$ cat config.mk
export PLATFORM = sky130hd
export DESIGN_NAME = lru_duplicate_event_filter
export DESIGN_NICKNAME = d
export VERILOG_FILES = /design/src/hdl/ldef_pkg.sv /design/src/hdl/ldef_key_ram.sv /design/src/hdl/lru_duplicate_event_filter.sv
export SDC_FILE = /design/constraint.sdc
export NUM_CORES = 1
export LEC_CHECK = 0
export CAP_MARGIN = 30
export CORE_ASPECT_RATIO = 0.75
export CORE_MARGIN = 2
export CORE_UTILIZATION = 55
export DETAILED_ROUTE_END_ITERATION = 10
export DONT_BUFFER_PORTS = 1
export PLACE_DENSITY = 0.75
export SYNTH_ARGS = -nofsm -noshare
export SYNTH_HDL_FRONTEND = slang
export SYNTH_SLANG_ARGS = --single-unit
$ cat constraint.sdc
create_clock -name clk -period 6.8 [get_ports clk]
set_input_delay 0.34 -clock clk [delete_from_list [all_inputs] [get_ports clk]]
set_output_delay 0.34 -clock clk [all_outputs]
set_load 0.05 [all_outputs]
$ cat src/hdl/ldef_pkg.sv
// shared types and constants for the lru duplicate event filter
// no dependencies
`default_nettype none

package ldef_pkg;

	// register index of window_limit (paddr word select)
	localparam logic REG_WINDOW_LIMIT = 1'b0;
	localparam logic [4:0] WINDOW_LIMIT_RESET = 5'd16;

	typedef enum logic [1:0] {
		VERDICT_FRESH     = 2'd0,
		VERDICT_DUPLICATE = 2'd1,
		VERDICT_EXPIRED   = 2'd2,
		VERDICT_INVALID   = 2'd3
	} verdict_t;

	typedef enum logic [2:0] {
		ST_IDLE,
		ST_SCAN,
		ST_SHIFT,
		ST_PUT,
		ST_DONE
	} state_t;

endpackage

`default_nettype wire

$ cat src/hdl/ldef_key_ram.sv
// key window storage: one write port, one read port, registered read data
// no dependencies
`default_nettype none

module ldef_key_ram #(
	parameter int DEPTH = 16,
	parameter int WIDTH = 64,
	parameter int AW = 4
) (
	input  wire logic             clk,
	input  wire logic             wr_en,
	input  wire logic [AW-1:0]    wr_addr,
	input  wire logic [WIDTH-1:0] wr_data,
	input  wire logic             rd_en,
	input  wire logic [AW-1:0]    rd_addr,
	output logic      [WIDTH-1:0] rd_data
);

	logic [WIDTH-1:0] mem [DEPTH];

	always_ff @(posedge clk) begin
		if (wr_en) begin
			mem[wr_addr] <= wr_data;
		end
	end

	always_ff @(posedge clk) begin
		if (rd_en) begin
			rd_data <= mem[rd_addr];
		end
	end

endmodule

`default_nettype wire

$ cat src/hdl/lru_duplicate_event_filter.sv
// lru duplicate event filter: verdict per event from a window of recent keys
// invalid or expired items go from accept straight to the verdict; others take a scan pass
// over the held keys, then a shift pass on a hit or when the window is full
// one item at a time: next item taken the cycle after the verdict loads; the verdict waits for a free output register
// reset: window empty, window_limit 16, output empty; key memory is not cleared
// depends on ldef_pkg and ldef_key_ram
`default_nettype none

module lru_duplicate_event_filter #(
	parameter int WINDOW_DEPTH = 16,
	parameter int KEY_BITS = 64
) (
	input  wire logic        clk,
	input  wire logic        arst_n,
	// event input channel
	input  wire logic        in_valid,
	output logic             in_ready,
	input  wire logic        parse_ok,
	input  wire logic [63:0] event_key,
	input  wire logic [63:0] expires_ms,
	input  wire logic [63:0] now_ms,
	// verdict output channel
	output logic             out_valid,
	input  wire logic        out_ready,
	output logic [1:0]       verdict,
	// configuration port
	input  wire logic        psel,
	input  wire logic        penable,
	input  wire logic        pwrite,
	input  wire logic [2:0]  paddr,
	input  wire logic [31:0] pwdata,
	output logic      [31:0] prdata,
	output logic             pready
);

	// counter width holds 0..WINDOW_DEPTH, address width indexes the memory
	localparam int CW = $clog2(WINDOW_DEPTH + 1);
	localparam int AW = (WINDOW_DEPTH > 1) ? $clog2(WINDOW_DEPTH) : 1;

	ldef_pkg::state_t   state_q, state_d;
	ldef_pkg::verdict_t verdict_q, verdict_d;

	logic [KEY_BITS-1:0] key_q, key_d;
	logic [CW-1:0]       count_q, count_d;
	logic [CW-1:0]       idx_q, idx_d;
	logic [CW-1:0]       put_addr_q, put_d;
	logic [CW-1:0]       pidx_s1, pidx_d;
	logic [CW-1:0]       pidx_m1;
	logic                pend_s1, pend_d;
	logic [CW-1:0]       lim;
	logic                issue;

	logic [4:0] window_limit_q;

	logic                res_valid_q;
	logic [1:0]          res_verdict_q;
	logic                res_load;

	// memory port
	logic                rd_en;
	logic [AW-1:0]       rd_addr;
	logic [KEY_BITS-1:0] rd_data_s1;
	logic                wr_en;
	logic [AW-1:0]       wr_addr;
	logic [KEY_BITS-1:0] wr_data;

	ldef_key_ram #(
		.DEPTH (WINDOW_DEPTH),
		.WIDTH (KEY_BITS),
		.AW    (AW)
	) u_key_ram (
		.clk     (clk),
		.wr_en   (wr_en),
		.wr_addr (wr_addr),
		.wr_data (wr_data),
		.rd_en   (rd_en),
		.rd_addr (rd_addr),
		.rd_data (rd_data_s1)
	);

	// configuration register, clamped to 1..WINDOW_DEPTH where used
	assign pready = 1'b1;

	always_ff @(posedge clk or negedge arst_n) begin
		if (!arst_n) begin
			window_limit_q <= ldef_pkg::WINDOW_LIMIT_RESET;
		end else if (psel && penable && pwrite && paddr[2] == ldef_pkg::REG_WINDOW_LIMIT) begin
			window_limit_q <= pwdata[4:0];
		end
	end

	always_comb begin
		prdata = '0;
		if (paddr[2] == ldef_pkg::REG_WINDOW_LIMIT) begin
			prdata = {27'd0, window_limit_q};
		end
	end

	always_comb begin
		if (window_limit_q == 5'd0) begin
			lim = CW'(1);
		end else if (32'(window_limit_q) > WINDOW_DEPTH) begin
			lim = CW'(WINDOW_DEPTH);
		end else begin
			lim = CW'(window_limit_q);
		end
	end

	assign in_ready = (state_q == ldef_pkg::ST_IDLE);
	assign pidx_m1  = pidx_s1 - CW'(1);

	// sequencer: scan pass finds the key, shift pass closes the gap one entry a cycle,
	// then the key goes to the newest place (or is appended when there is room)
	always_comb begin
		state_d   = state_q;
		verdict_d = verdict_q;
		key_d     = key_q;
		count_d   = count_q;
		idx_d     = idx_q;
		put_d     = put_addr_q;
		pend_d    = 1'b0;
		pidx_d    = idx_q;
		issue     = idx_q < count_q;
		rd_en     = 1'b0;
		rd_addr   = idx_q[AW-1:0];
		wr_en     = 1'b0;
		wr_addr   = pidx_m1[AW-1:0];
		wr_data   = rd_data_s1;
		res_load  = 1'b0;
		unique case (state_q)
			ldef_pkg::ST_IDLE: begin
				if (in_valid) begin
					key_d = event_key[KEY_BITS-1:0];
					idx_d = '0;
					if (!parse_ok) begin
						verdict_d = ldef_pkg::VERDICT_INVALID;
						state_d   = ldef_pkg::ST_DONE;
					end else if (now_ms != 64'd0 && expires_ms <= now_ms) begin
						verdict_d = ldef_pkg::VERDICT_EXPIRED;
						state_d   = ldef_pkg::ST_DONE;
					end else begin
						state_d = ldef_pkg::ST_SCAN;
					end
				end
			end
			ldef_pkg::ST_SCAN: begin
				// read one entry a cycle, compare it the cycle after
				rd_en  = issue;
				pend_d = issue;
				if (issue) begin
					idx_d = idx_q + CW'(1);
				end
				if (pend_s1 && rd_data_s1 == key_q) begin
					// hit: shift the entries above it down, key goes last
					verdict_d = ldef_pkg::VERDICT_DUPLICATE;
					idx_d     = pidx_s1 + CW'(1);
					pend_d    = 1'b0;
					rd_en     = 1'b0;
					state_d   = ldef_pkg::ST_SHIFT;
				end else if (!issue) begin
					verdict_d = ldef_pkg::VERDICT_FRESH;
					pend_d    = 1'b0;
					if (count_q < lim) begin
						put_d   = count_q;
						count_d = count_q + CW'(1);
						state_d = ldef_pkg::ST_PUT;
					end else begin
						// full: evict the oldest by shifting everything down
						idx_d   = CW'(1);
						state_d = ldef_pkg::ST_SHIFT;
					end
				end
			end
			ldef_pkg::ST_SHIFT: begin
				// read entry j, write it to j-1 the next cycle
				rd_en  = issue;
				pend_d = issue;
				if (issue) begin
					idx_d = idx_q + CW'(1);
				end
				if (pend_s1) begin
					wr_en = 1'b1;
				end
				if (!issue && !pend_s1) begin
					put_d   = count_q - CW'(1);
					state_d = ldef_pkg::ST_PUT;
				end
			end
			ldef_pkg::ST_PUT: begin
				wr_en   = 1'b1;
				wr_addr = put_addr_q[AW-1:0];
				wr_data = key_q;
				state_d = ldef_pkg::ST_DONE;
			end
			ldef_pkg::ST_DONE: begin
				// hand the verdict to the output register once it is free
				if (!res_valid_q || out_ready) begin
					res_load = 1'b1;
					state_d  = ldef_pkg::ST_IDLE;
				end
			end
			default: begin
				state_d = ldef_pkg::ST_IDLE;
			end
		endcase
	end

	always_ff @(posedge clk or negedge arst_n) begin
		if (!arst_n) begin
			state_q <= ldef_pkg::ST_IDLE;
			count_q <= '0;
			idx_q   <= '0;
			pend_s1 <= 1'b0;
		end else begin
			state_q <= state_d;
			count_q <= count_d;
			idx_q   <= idx_d;
			pend_s1 <= pend_d;
		end
	end

	always_ff @(posedge clk) begin
		verdict_q  <= verdict_d;
		key_q      <= key_d;
		put_addr_q <= put_d;
		pidx_s1    <= pidx_d;
	end

	// output register: next item can be taken while a verdict waits here
	always_ff @(posedge clk or negedge arst_n) begin
		if (!arst_n) begin
			res_valid_q <= 1'b0;
		end else if (res_load) begin
			res_valid_q <= 1'b1;
		end else if (out_ready) begin
			res_valid_q <= 1'b0;
		end
	end

	always_ff @(posedge clk) begin
		if (res_load) begin
			res_verdict_q <= verdict_q;
		end
	end

	assign out_valid = res_valid_q;
	assign verdict   = res_verdict_q;

endmodule

`default_nettype wire

==> flow_metrics.py, run 1 <==
metrics = {
    "setup_path": {
        "crit_slowest_cell": "nor3_1",
        "critPathKind": "flop to flop",
        "crit_chain": "xor2_1 -> nor4_1 -> nand4_1 -> nor3_1 -> nand2_1 -> nand2_1 -> a21oi_4 -> buf_4 -> buf_4",
        "worstPathRequired_ns": 7.13,
        "r2r_slack_ns": 2.54,
        "critPathLaunchType": "flop",
        "worstPathArrival_ns": 4.59,
        "cpPeakStageDelay_ns": 0.60,
        "critPathMaxFanout": 34,
        "cp-end-kind": "flop",
    },
    "min_path": {
        "hp-class": "primary input to asynchronous set/reset pin",
    },
    "floorplan": {
        "row_count": 93,
        "fp.dieH_um": 259,
        "dieArea_mm2": 0.0889,
        "start_util_pct": 55.5,
        "coreArea_mm2": 0.0858,
        "io_pins": 272,
        "die_width_um": 344,
    },
    "place": {
        "place_inst": 3324,
        "gp_congestion": 0.967,
        "port-buffer-count": 0,
        "hpwl_um": 61300,
    },
    "final_layout": {
        "nets": 2683,
        "syn_to_final_growth_pct": 12.3,
        "drive_gt1_share_pct": 25.7,
        "fin_cells": 3601,
    },
    "logic_synthesis": {
        "yosys.area.top_type_share_pct": 73.2,
        "synth.area.top_cells": "edfxtp_1 (73%), mux4_2 (15%), ha_1 (2.0%)",
        "synth_most_common_cell": "edfxtp_1",
        "yosys-top-cells-count": "edfxtp_1 (1160), mux4_2 (320), inv_1 (80), ha_1 (77), mux2_2 (69)",
        "synth_edf_count": 1160,
        "synth_cell_types": 58,
        "synth_area_per_cell_um2": 21.5,
        "synthFlopType": "edfxtp_1",
        "yosys_warnings": 0,
        "synth_seq_cells": 1185,
        "yosys.area.top_type": "edfxtp_1",
        "netlist_area_mm2": 0.0476,
        "syn_inst": 2215,
        "async_flop_share_pct": 1.69,
        "synth.yosys.seq_area_share_pct": 74.5,
    },
    "timing": {
        "rsz0062_at_grt": "no",
        "finalHoldViolations": 0,
        "timing.final.crit_period_ns": 4.26,
        "fin_skew_ns": 0.0338,
        "finalCritPeriodShare_pct": 62.7,
        "finalSetupViolCount": 0,
        "max_slew_margin_pct": 31.5,
        "max_freq_mhz": 235,
        "tns_ns": 0,
        "worst_pin_slew_ns": 1.02,
        "slew_viol_final": 0,
    },
    "route": {
        "vias": 22980,
        "drt_iter0_markers": 3055,
        "wl_um": 109000,
        "first_pass_iters": 7,
        "routed_via_density": 6.38,
        "drc": 0,
        "routedWlPerCell_um": 30.2,
        "drt.antenna.violating_nets": 0,
    },
    "outcome": {
        "status": "completed",
    },
    "pwr": {
        "power_density_mw_per_mm2": 365,
        "p_leak_nw": 17.0,
        "p_sw_share_pct": 27.4,
        "intPower_mw": 14.1,
        "clkPwrFrac_pct": 30.0,
        "p_total_mw": 19.5,
        "ir_drop_uv": 268,
        "p_seq_share_pct": 48.6,
        "combPwrFrac_pct": 21.3,
        "p_sw_mw": 5.35,
    },
    "grt": {
        "grt_usage_pct": 24.8,
        "grt_pass1_wl_um": 158000,
        "grt_pass1_vias": 23392,
        "grt.overflow.total": 0,
        "grt_antenna_before_repair": 8,
        "grt_max_degree": 95,
    },
    "clocking": {
        "numCtsBuffers": 106,
        "clock-sinks": 1185,
        "cts-root-buf": "clkbuf_16",
        "cts_tree": "built",
        "cts.path.max_buffers": 3,
        "clock_latency_ns": 0.69,
        "path_clk_slew_ns": 0.06,
        "htreeDepth": 3,
    },
    "job": {
        "maxCapViolations": 0,
    },
}
critical path, delay by kind of cell, from the launching register on:
family,cells,cell delay (ns)
XOR/XNOR,1,0.28
AND/OR/NAND/NOR,5,2.19
flip-flops,1,0.43
AO/OA/AOI/OAI,1,0.08
buffers and inverters,2,0.88
metrics by stage:
stage | setup WS (ns) | hold slack (ns) | instance area [um^2] | util, %
floorplan | 1.70 | 0.0444 | 47700 | -
global placement | 1.81 | 0.0450 | 49100 | 57.2
detailed placement | 2.67 | 0.0452 | 49200 | 57.3
CTS | 2.64 | 0.0836 | 53300 | 62.1
global route | 2.36 | 0.00979 | 53400 | 62.3
finish | 2.54 | 0.0209 | 53400 | 62.3
power groups by stage:
stage	Sequential (mW)	Clock, mW	Combinational, mW
floorplan	9.40	0	3.12
global placement	9.62	0	3.94
detailed placement	9.64	0	4.08
CTS	9.49	5.93	4.15
global route	9.53	6.23	4.47
finish	9.48	5.85	4.16
registers in the layout (all words and copies together), names as in the netlist:
signal and cells:
u_key_ram.rd_data 64, pend_s1 1, window_limit_q 5, pidx_s1 5, verdict_q 2, state_q 3, u_key_ram.mem 1024, count_q 5
verdict 2, idx_q 5, key_q 64, out_valid 1, put_addr_q 4
per-layer routing:
metal	wire length (um)	GRT usage, %	vias to the layer above
li1	-	-	9469
met1	43600	36.7	12152
met2	52000	38.2	1197
met3	11100	6.02	148
met4	1900	5.34	14
met5	95	0	-
what timing repair did:
item	in CTS	in global routing
hold buffers	73	0
hold endpoints to repair	93	0
resized for setup	0	0
buffers inserted	0	0
placed cells by master (no fill, tap or decap), types with 5 or more instances in the layout:
cell type | Yosys | final
a21o_1 | 8 | 8
a21oi_1 | 50 | 49
buf_16 | 0 | 6
buf_4 | 28 | 47
bufinv_16 | 0 | 9
clkbuf_1 | 48 | 24
clkbuf_16 | 0 | 106
clkinv_1 | 1 | 24
clkinv_2 | 0 | 21
conb_1 | 2 | 28
dfrtp_1 | 19 | 15
dfxtp_1 | 5 | 5
dlygate4sd3_1 | 0 | 73
edfxtp_1 | 1160 | 1160
ha_1 | 77 | 77
inv_1 | 80 | 79
inv_6 | 0 | 5
mux2_2 | 69 | 69
mux4_2 | 320 | 320
nand2_1 | 43 | 43
nand3_1 | 8 | 8
nand4_1 | 26 | 26
nor2_1 | 26 | 10
nor2_4 | 0 | 16
nor2b_1 | 8 | 8
nor3_1 | 10 | 10
nor4_1 | 35 | 35
o21a_1 | 8 | 8
o21ai_0 | 23 | 23
xnor2_1 | 22 | 22
xor2_1 | 53 | 53
final cells by class:
type                            count  area [um^2]
Sequential cell                  1185        35500
Fill cell                        5600        32300
Multi-Input combinational cell    862        11500
Clock buffer                      130         2740
Tap cell                         1140         1430
Timing Repair Buffer              135         1370
Clock inverter                     67          636
Inverter                           81          305
Antenna cell                        1         2.50
path summary, 6_finish.rpt:
check,to,start,cells past startpoint
max reg2reg,u_key_ram.rd_data[57]$_DFFE_PP_,key_q[19]$_DFFE_PP_,9
max in group asynchronous,idx_q[2]$_DFFE_PN0P_,arst_n,2
min reg2reg,verdict[0]$_DFFE_PP_,verdict_q[0]$_DFFE_PP_,0
min,count_q[4]$_DFFE_PN0P_,arst_n,1
max,u_key_ram.rd_data[57]$_DFFE_PP_,key_q[19]$_DFFE_PP_,9
min in group clk,window_limit_q[4]$_DFFE_PN1P_,pwrite,2
cell families after synthesis:
logic type,after synthesis,synth area share [%]
AO/OA/AOI/OAI,119,1.54
multiplexers,392,16.8
buffers and inverters,194,1.81
XOR/XNOR,75,1.38
AND/OR/NAND/NOR,171,1.88
flip-flops,1185,74.5
other,2,0.0158
adder cells (fa/ha/maj),77,2.03
(Power assumes the default switching activity.)
==> run 2: changes to the inputs <==
--- a/config.mk
+++ b/config.mk
@@ -11,7 +11,7 @@
 export CORE_UTILIZATION = 55
 export DETAILED_ROUTE_END_ITERATION = 10
 export DONT_BUFFER_PORTS = 1
-export PLACE_DENSITY = 0.75
+export PLACE_DENSITY = 0.78
 export SYNTH_ARGS = -nofsm -noshare
 export SYNTH_HDL_FRONTEND = slang
 export SYNTH_SLANG_ARGS = --single-unit
==> constraint.sdc (replaced) <==
create_clock -name clk -period 3.75 [get_ports clk]
set_input_delay 0.1875 -clock clk [delete_from_list [all_inputs] [get_ports clk]]
set_output_delay 0.1875 -clock clk [all_outputs]
set_load 0.05 [all_outputs]
==> flow_metrics.py, run 2 (synthesized netlist as in run 1, its figures left out) <==
metrics = {
    "grt": {
        "grt_antenna_before_repair": 5,
        "grt_pass1_vias": 24098,
        "grt_pass1_wl_um": 160000,
        "grt_max_degree": 98,
        "grt_usage_pct": 25.2,
        "grt.overflow.total": 0,
    },
    "final_layout": {
        "largest_register_ffs": 1024,
        "reg_top3": "u_key_ram.mem (1024), key_q (64), u_key_ram.rd_data (64)",
        "drive_gt1_share_pct": 25.9,
        "finalInstanceArea_mm2": 0.0538,
        "nFillCells": 5531,
        "syn_to_final_growth_pct": 13.0,
        "multi_input_area_mm2": 0.0115,
        "regArea_mm2": 0.0355,
        "layout_commonest_cell": "edfxtp_1",
        "most-common-layout-cells": "edfxtp_1 (1160), mux4_2 (320), clkbuf_16 (104)",
        "nets": 2703,
        "regMostFlops": "u_key_ram.mem",
    },
    "route": {
        "routedWlPerCell_um": 30.4,
        "drt.antenna.violating_nets": 0,
        "vias": 23111,
        "highest_layer": "met5",
        "wl_um": 110000,
        "m1WireLength_um": 41900,
        "wl_met2_um": 54000,
        "first_pass_iters": 5,
        "routed_via_density": 6.40,
        "wl_met3_um": 10600,
        "drt_iter0_markers": 2703,
        "drc": 0,
    },
    "setup_path": {
        "crit_buf_inv": 2,
        "cp-end-kind": "flop",
        "crit_slowest_cell": "nor4_1",
        "cpPeakStageDelay_ns": 0.75,
        "cp_top_family": "simple AND/OR/NAND/NOR gates",
        "worstPathArrival_ns": 3.85,
        "critPathKind": "flop to flop",
        "critPathLaunchType": "flop",
        "critPathMaxFanout": 7,
        "worstPathRequired_ns": 4.15,
        "crit_chain": "xor2_1 -> nor4_1 -> nand4_1 -> nor4_1 -> buf_4 -> nand2_1 -> buf_4 -> nor3b_1 -> o21a_1",
    },
    "timing": {
        "finalHoldViolations": 0,
        "rsz0062_at_grt": "no",
        "whs_ns": 0.111,
        "finalSetupViolCount": 0,
        "max_freq_mhz": 290,
        "max_slew_margin_pct": 34.1,
        "timing.final.crit_period_ns": 3.45,
        "slew_viol_final": 0,
        "finalCritPeriodShare_pct": 92.0,
        "fin_skew_ns": 0.0339,
        "worst_pin_slew_ns": 0.980,
    },
    "pwr": {
        "power_density_mw_per_mm2": 654,
        "clkPwrFrac_pct": 29.3,
        "p_sw_share_pct": 27.4,
        "ir_drop_uv": 491,
        "combPwrFrac_pct": 22.1,
        "intPower_mw": 25.5,
        "p_leak_nw": 17.0,
        "p_sw_mw": 9.63,
        "p_seq_share_pct": 48.6,
    },
    "place": {
        "place_area_mm2": 0.0497,
        "port-buffer-count": 0,
        "hpwl_um": 58700,
        "gp_congestion": 0.943,
    },
    "clocking": {
        "htreeDepth": 3,
        "numCtsBuffers": 102,
        "postCtsSetupBuffers": 0,
        "cts-root-buf": "clkbuf_16",
        "cts.path.max_buffers": 3,
        "clock-sinks": 1185,
        "cts_resized": 0,
        "cts_tree": "built",
        "path_clk_slew_ns": 0.07,
        "clock_latency_ns": 0.68,
    },
    "min_path": {
        "hp-class": "primary input to flop",
    },
    "job": {
        "maxCapViolations": 0,
    },
    "floorplan": {
        "die_width_um": 344,
        "fp.dieH_um": 259,
        "coreArea_mm2": 0.0858,
        "row_count": 93,
        "io_pins": 272,
        "start_util_pct": 55.5,
        "dieArea_mm2": 0.0889,
    },
    "outcome": {
        "status": "completed",
    },
}
run 2: cell count changes in the layout (fill, tap and decap cells not counted), moves of 3 or more:
cell and delta:
buf_12 +33, buf_16 -6, buf_4 -5, clkbuf_1 -6
clkinv_1 +5, clkinv_2 -4, clkinv_4 -3, dlygate4sd3_1 +6
inv_6 -3
run 2: per-layer routing:
metal | up-vias | GRT usage, %
li1 | 9509 | -
met3 | 202 | 5.46
met5 | - | 0
met4 | 2 | 8.19
met1 | 12050 | 34.8
met2 | 1348 | 40.4
run 2: worst min-delay path, delay by kind of cell:
| kind | cells | cell delay [ns] |
|---|---|---|
| AO/OA/AOI/OAI | 3 | 0.53 |
run 2: stage by stage:
stage               instances  util, %  setup TNS, ns  worst slack, ns  total power [mW]
global placement         3347     58.0              0            0.388              24.7
global route             3612     62.7              0            0.204              36.4
detailed placement       3347     58.0              0            0.384              25.0
finish                   3613     62.7              0            0.300              35.2
CTS                      3608     62.7              0            0.380              35.3
floorplan                2241        -        -686.93           -0.725              22.7
run 2: power groups by stage:
stage                     registers [mW]  logic, mW  clock network, mW
after global placement              17.3       7.37                  0
after floorplan                     17.0       5.67                  0
final                               17.1       7.78               10.3
after CTS                           17.1       7.83               10.4
after global routing                17.1       8.36               10.9
after detailed placement            17.3       7.64                  0
run 2: timing repair:
action | 4_1_cts | 5_1_grt
hold buffers | 78 | 1
endpoints found under the setup margin | 0 | 0
endpoints found under the hold margin | 97 | 8
run 2: final timing paths:
check                                                     start                 endpoint  slack (ns)  depth (start not counted)
worst max-delay path            u_key_ram.rd_data[20]$_DFFE_PP_  put_addr_q[1]$_DFFE_PP_        0.30                          9
worst min-delay path                                   in_valid     idx_q[4]$_DFFE_PN0P_        0.11                          3
worst max register to register  u_key_ram.rd_data[20]$_DFFE_PP_  put_addr_q[1]$_DFFE_PP_        0.30                          9
worst min register to register           verdict_q[1]$_DFFE_PP_     verdict[1]$_DFFE_PP_        0.44                          0
max in group asynchronous                                arst_n     idx_q[1]$_DFFE_PN0P_        2.74                          3
min in group asynchronous                                arst_n   count_q[4]$_DFFE_PN0P_        0.51                          2
run 2: cell type report:
class | instances | area share (%)
antenna | 3 | 0.0140
clock buffer | 122 | 4.97
clock inverter | 61 | 1.00
inverter | 81 | 0.568
multi-input combinational | 862 | 21.4
sequential | 1185 | 65.9
tap | 1140 | 2.65
timing repair buffer | 159 | 3.46
